File: config.mk
export PLATFORM = sky130hd
export DESIGN_NAME = positional_list_store
export DESIGN_NICKNAME = d
export VERILOG_FILES = /design/src/plc_pkg.sv /design/src/positional_list_store.sv /design/src/plc_cell.sv
export SDC_FILE = /design/constraint.sdc
export NUM_CORES = 1
export LEC_CHECK = 0
export ABC_AREA = 1
export BUFFER_PORTS_ARGS = -buffer_cell sky130_fd_sc_hd__buf_2
export CAP_MARGIN = 5
export CORE_MARGIN = 1.5
export CORE_UTILIZATION = 25
export CTS_CLUSTER_DIAMETER = 50
export CTS_CLUSTER_SIZE = 16
export DETAILED_ROUTE_END_ITERATION = 12
export MAX_ROUTING_LAYER = met4
export PLACE_DENSITY = 0.46
export SLEW_MARGIN = 20
export SYNTH_ARGS = -nofsm -noshare
export SYNTH_HDL_FRONTEND = slang
export SYNTH_SLANG_ARGS = --single-unit
File: constraint.sdc
create_clock -name clk -period 5.8 [get_ports clk]
set_clock_uncertainty 0.05 [all_clocks]
set_input_delay 0.29 -clock clk [delete_from_list [all_inputs] [get_ports clk]]
set_output_delay 0.29 -clock clk [all_outputs]
set_load 0.01 [all_outputs]
File: src/plc_pkg.sv
// Package for the positional list store: operation and status codes,
// field widths and the command that the top level broadcasts to every cell.
// No dependencies.
package plc_pkg;

  localparam int DATA_W   = 32;
  localparam int POS_W    = 4;
  localparam int OP_W     = 2;
  localparam int STATUS_W = 2;
  localparam int COUNT_W  = 5;
  localparam int CAPACITY_DEF = 16;

  localparam logic [OP_W-1:0] OP_INSERT = 2'd0;
  localparam logic [OP_W-1:0] OP_READ   = 2'd1;
  localparam logic [OP_W-1:0] OP_DELETE = 2'd2;

  localparam logic [STATUS_W-1:0] ST_DONE   = 2'd0;
  localparam logic [STATUS_W-1:0] ST_ABSENT = 2'd1;
  localparam logic [STATUS_W-1:0] ST_FULL   = 2'd2;

  // Width that holds both a position and a length, plus one bit of headroom
  function automatic int cmp_w(input int len_w);
    cmp_w = ((len_w > POS_W) ? len_w : POS_W) + 1;
  endfunction

  typedef struct packed {
    logic                     ins_en;
    logic                     del_en;
    logic [POS_W-1:0]         pos;
    logic signed [DATA_W-1:0] val;
  } cell_cmd_t;

endpackage

File: src/positional_list_store.sv
// Top level of the positional list store: control, output register and
// the chain of plc_cell instances. Depends on plc_pkg and plc_cell.
//
// Usage:
//   Input channel (in_valid / in_stall) carries one operation per
//   transaction: opcode (insert, read, delete), position and value.
//   Output channel (out_valid / out_stall) returns exactly one result per
//   input transaction: read_value, status and entry_count after the op.
//   The result is registered: it appears in the cycle after the transaction.
//   Throughput: one operation per cycle unless stalled. Every cell compares
//   its own index against the broadcast command and loads its new entry in
//   that same cycle, so inserts and deletes shift the whole list at once.
//   Stall: while a result sits unaccepted with out_stall high, in_stall is
//   raised and the held result stays stable; the store does not change.
//   Reset (rst, synchronous): empty the list and drop any pending result.
//   Entry contents are not cleared; positions at or above the length are
//   never read, and an insert beyond the end writes zeros into the gap.
//   Opcode 3 is a no-op that still returns a result with status done.
module positional_list_store #(
  parameter int CAPACITY = plc_pkg::CAPACITY_DEF
) (
  input  logic                              clk,
  input  logic                              rst,
  input  logic                              in_valid,
  output logic                              in_stall,
  input  logic [plc_pkg::OP_W-1:0]          opcode,
  input  logic [plc_pkg::POS_W-1:0]         position,
  input  logic signed [plc_pkg::DATA_W-1:0] value,
  output logic                              out_valid,
  input  logic                              out_stall,
  output logic signed [plc_pkg::DATA_W-1:0] read_value,
  output logic [plc_pkg::STATUS_W-1:0]      status,
  output logic [plc_pkg::COUNT_W-1:0]       entry_count
);
  import plc_pkg::*;

  localparam int LEN_W = $clog2(CAPACITY + 1);
  localparam int CMP_W = cmp_w(LEN_W);
  localparam int RD_N  = (CAPACITY < (1 << POS_W)) ? CAPACITY : (1 << POS_W);

  logic [LEN_W-1:0]         len;
  logic [LEN_W-1:0]         len_next;
  logic [CMP_W-1:0]         len_x;
  logic [CMP_W-1:0]         pos_x;
  logic [CMP_W-1:0]         base;
  logic                     accept;
  logic                     full;
  logic                     absent;
  logic signed [DATA_W-1:0] cell_data [CAPACITY];
  logic signed [DATA_W-1:0] rd_data;
  logic signed [DATA_W-1:0] rd_next;
  logic [STATUS_W-1:0]      st_next;
  cell_cmd_t                cmd;

  // Hold new inputs while a finished result waits downstream
  assign in_stall = out_valid && out_stall;
  assign accept   = in_valid && !in_stall;

  assign len_x  = CMP_W'(len);
  assign pos_x  = CMP_W'(position);
  assign base   = (pos_x > len_x) ? pos_x : len_x;   // length after padding
  assign full   = (base >= CMP_W'(CAPACITY));
  assign absent = (pos_x >= len_x);

  // Broadcast the command; only a legal insert or delete moves the cells
  always_comb begin
    cmd.ins_en = accept && (opcode == OP_INSERT) && !full;
    cmd.del_en = accept && (opcode == OP_DELETE) && !absent;
    cmd.pos    = position;
    cmd.val    = value;
  end

  // Read port over the positions that a position field can address
  always_comb begin
    rd_data = '0;
    for (int i = 0; i < RD_N; i++) begin
      if (pos_x == CMP_W'(i)) begin
        rd_data = cell_data[i];
      end
    end
  end

  always_comb begin
    len_next = len;
    rd_next  = '0;
    st_next  = ST_DONE;
    case (opcode)
      OP_INSERT: begin
        if (full) begin
          st_next = ST_FULL;
        end else begin
          len_next = LEN_W'(base + CMP_W'(1));
        end
      end
      OP_READ: begin
        if (absent) begin
          st_next = ST_ABSENT;
        end else begin
          rd_next = rd_data;
        end
      end
      OP_DELETE: begin
        if (absent) begin
          st_next = ST_ABSENT;
        end else begin
          len_next = len - LEN_W'(1);
        end
      end
      default: begin
        len_next = len;
      end
    endcase
  end

  // Chain of cells; each cell sees its two neighbors
  for (genvar g = 0; g < CAPACITY; g++) begin : g_cell
    logic signed [DATA_W-1:0] lower;
    logic signed [DATA_W-1:0] upper;
    if (g == 0) begin : g_first
      assign lower = '0;
    end else begin : g_mid_lo
      assign lower = cell_data[g-1];
    end
    if (g == CAPACITY - 1) begin : g_last
      assign upper = '0;
    end else begin : g_mid_hi
      assign upper = cell_data[g+1];
    end
    plc_cell #(
      .IDX   (g),
      .CMP_W (CMP_W)
    ) u_cell (
      .clk   (clk),
      .cmd   (cmd),
      .len   (len_x),
      .base  (base),
      .lower (lower),
      .upper (upper),
      .data  (cell_data[g])
    );
  end

  // Length and output handshake
  always_ff @(posedge clk) begin
    if (rst) begin
      len       <= '0;
      out_valid <= 1'b0;
    end else begin
      if (accept) begin
        len       <= len_next;
        out_valid <= 1'b1;
      end else if (!out_stall) begin
        out_valid <= 1'b0;
      end
    end
  end

  // Result payload, loaded with each accepted transaction
  always_ff @(posedge clk) begin
    if (accept) begin
      read_value  <= rd_next;
      status      <= st_next;
      entry_count <= COUNT_W'(len_next);
    end
  end

endmodule

File: src/plc_cell.sv
// One storage cell of the list chain: holds the entry at position IDX.
// Depends on plc_pkg; takes its neighbors' entries on insert and delete.
module plc_cell #(
  parameter int IDX   = 0,
  parameter int CMP_W = 6
) (
  input  logic                              clk,
  input  plc_pkg::cell_cmd_t                cmd,
  input  logic [CMP_W-1:0]                  len,
  input  logic [CMP_W-1:0]                  base,
  input  logic signed [plc_pkg::DATA_W-1:0] lower,
  input  logic signed [plc_pkg::DATA_W-1:0] upper,
  output logic signed [plc_pkg::DATA_W-1:0] data
);
  import plc_pkg::*;

  localparam logic [CMP_W-1:0] ME  = CMP_W'(IDX);
  localparam logic [CMP_W-1:0] ME1 = CMP_W'(IDX + 1);

  logic [CMP_W-1:0]         pos_x;
  logic signed [DATA_W-1:0] data_next;

  assign pos_x = CMP_W'(cmd.pos);

  always_comb begin
    data_next = data;
    if (cmd.ins_en) begin
      if (ME == pos_x) begin
        data_next = cmd.val;
      end else if (ME < pos_x && ME >= len) begin
        data_next = '0;                         // pad the gap
      end else if (ME > pos_x && ME <= base) begin
        data_next = lower;                      // shift up
      end
    end else if (cmd.del_en) begin
      if (ME >= pos_x && ME1 < len) begin
        data_next = upper;                      // shift down
      end
    end
  end

  always_ff @(posedge clk) begin
    data <= data_next;
  end

endmodule

==> impl_metrics.json <==
{
  "outcome": "completed",
  "vias": 28300,
  "cts_tree": "done",
  "grt_max_degree": 220,
  "synth.distinct_cells": 42,
  "synth-warning-count": 0,
  "postCtsSetupBuffers": 0,
  "port_buffers": 82,
  "clk_pin_slew_ps": 60,
  "grt_pass1_wl_um": 182200,
  "start_util_pct": 25.26,
  "p_leak_nw": 13.32,
  "die_h_um": 362.6,
  "rsz0062_at_grt": "no",
  "drv_slew": 0,
  "synth_top_area_cell": "edfxtp_1",
  "gr-total-overflow": 0,
  "worst_pin_slew_ps": 1068,
  "fin_crit_sh_pct": 71.26,
  "layout.nets": 3765,
  "synth_seq_cells": 557,
  "row_count": 131,
  "dp_hpwl_um": 78620,
  "arrival_ps": 4400,
  "final_area_um2": 37130,
  "vias_per_cell": 5.138,
  "drive_gt1_share_pct": 9.823,
  "io_pins": 83,
  "maxCapViolations": 0,
  "die_w_um": 362.6,
  "grt_pass1_vias": 28140,
  "drt_iter0_drc": 2427,
  "max_freq_ghz": 0.2420,
  "synthTopCellsByCount": "nand2_1, edfxtp_1, nand3_1",
  "syn2layout_area_growth_pct": 14.83,
  "ys_async_sr_fraction_pct": 0,
  "ys_seq_area_share_pct": 51.55,
  "synth-edff-count": 551,
  "htreeDepth": 3,
  "crit_fanout": 17,
  "tns_ps": 0,
  "syn_area_um2": 32330,
  "dieArea_um2": 131500,
  "syn-num-nets": 3849,
  "gr-usage-all-layers_pct": 18.40,
  "rrSetupSlack_ps": 1670,
  "placed_area_um2": 34330,
  "final-hold-violation-count": 0,
  "clk_path_buf_depth": 3,
  "max-slew-margin-rel_pct": 28.83,
  "root_buffer": "clkbuf_16",
  "place_ws_ps": 1693,
  "ir_drop_mv": 0.1687,
  "ys.flop_type": "edfxtp_1",
  "avgSynthCellArea_um2": 8.526,
  "clock_latency_ps": 670,
  "fill_cells": 13610,
  "dr.pass1.iters": 5,
  "finalSetupViolations": 0,
  "synth_top_area_share_pct": 51.18,
  "remaining_drc_errors": 0,
  "routedWlPerCell_um": 21.67,
  "postSynthCellCount": 3792,
  "ant_nets": 0,
  "synth_area_leaders": "edfxtp_1, nand2_1, nand3_1",
  "min-delay-path-class": "in -> reg",
  "cts.sinks": 557,
  "numCtsBuffers": 84,
  "cp-start-kind": "flip-flop",
  "required_ps": 6070,
  "synth.most_common_cell": "nand2_1",
  "critPathCaptureType": "flip-flop",
  "path_class": "reg -> reg",
  "fin_crit_ps": 4133,
  "p_per_area_nw_per_um2": 292.3,
  "finalWirelength_um": 119400,
  "gp_congestion": 0.8439,
  "core_area_um2": 128000,
  "fin_ws_ps": 1667,
  "antenna_found_initial": 4
}
-- sequential cells by signal, summed over array words and instances, names as in the netlist --
register,cells
read_value,32
status,2
entry_count,5
out_valid,1
g_cell.u_cell.data,512
len,5
-- worst paths after layout --
check,from,to,depth (start not counted)
hold / removal,value[10],g_cell[15].u_cell.data[10]$_SDFFCE_PN0P_,3
setup reg to reg,len[2]$_SDFFE_PP0P_,g_cell[11].u_cell.data[14]$_DFFE_PP_,15
setup / recovery,len[2]$_SDFFE_PP0P_,g_cell[11].u_cell.data[14]$_DFFE_PP_,15
hold reg to reg,g_cell[12].u_cell.data[23]$_DFFE_PP_,g_cell[13].u_cell.data[23]$_DFFE_PP_,2
-- per-layer routing --
layer	global-route usage, %	share of wire, %	vias to the layer above
met1	23.13	43	14050
met2	31.09	50	839
met3	1.983	4.6	185
li1	-	-	13230
met5	-	0	-
met4	5.489	2.8	0
-- per-stage QoR --
| stage | cells | hold WS [ps] | power, W | util, % |
|---|---|---|---|---|
| after floorplan | 3792 | 309.1 | 0.005371 | - |
| final | 5508 | 133.3 | 0.01085 | 29.00 |
| after detailed placement | 5349 | 452.0 | 0.005819 | 26.81 |
| after CTS | 5506 | 106.5 | 0.01096 | 29.00 |
| after global placement | 5348 | 439.4 | 0.005819 | 26.80 |
| after global routing | 5508 | 120.5 | 0.01120 | 29.00 |
-- worst max-delay path, stage by stage, from the launching register on --
cell	delay, ps
dfxtp_1	540
clkinv_1	320
ha_1	360
inv_1	40
nor2_1	120
o21ai_1	90
nand3_2	100
nand2_4	100
o21ai_0	410
nand2_1	110
nor2_1	180
nand2_1	100
nand2_1	80
nand2_1	90
a21oi_4	660
buf_4	420
-- timing repair --
| item | CTS | global route |
|---|---|---|
| hold buffers | 2 | 0 |
| hold endpoints to repair | 5 | 0 |
| gates resized for setup | 0 | 0 |
| endpoints found under the setup margin | 0 | 0 |
-- area by class of cell --
type | count | area (µm²) | share of cell area (%)
clock buffer | 92 | 2142 | 5.770
sequential | 557 | 16670 | 44.89
multi-input combinational | 2477 | 12880 | 34.70
timing repair buffer | 148 | 973.4 | 2.622
tap | 1729 | 2163 | 5.827
antenna | 2 | 5.005 | 0.01348
inverter | 440 | 1659 | 4.469
clock inverter | 63 | 633.1 | 1.705
-- kinds of logic (layout without fill, tap and decap cells) --
group	count (synthesis)	after routing	synth area share, %
AO/OA/AOI/OAI	705	705	14.84
adder cells (fa/ha/maj)	15	15	0.5805
buffers and inverters	758	743	9.361
flip-flops	557	557	51.55
other	0	2	0
AND/OR/NAND/NOR	1757	1757	23.67
-- placed cells by master, fill, tap and decap left out, types with 4 or more instances in the layout --
cell        count
o211ai_1      240
a21oi_1       138
inv_8           7
o21ai_2         4
nand2_1       912
o21ai_1         6
nor2_2          7
a31oi_1         4
nor3_2          4
inv_1         414
inv_6           9
a21oi_4         7
o21ai_0       109
nor3_1          4
bufinv_16       4
buf_12          5
dfxtp_1         6
a41oi_1         5
nor2_1        178
buf_4          59
o221ai_1      124
buf_2          82
nand3_1       519
clkinv_4       15
inv_2          22
nor2_4         19
clkbuf_1        7
clkinv_1        8
clkbuf_16      84
o311ai_0       26
clkinv_2        6
nand4_1        97
edfxtp_1      551
nor3_4          4
o22ai_1        33
ha_1           15
nand3_2         4
clkinvlp_4     13
-- report_power, final --
group	internal, W	switching [W]	leakage, nW	total [W]
registers	0.00455	0.0000590	5.10	0.00461
logic	0.000282	0.000848	6.90	0.00113
clock network	0.00293	0.00218	1.32	0.00511
No activity file was read; power rests on OpenSTA's default activity.
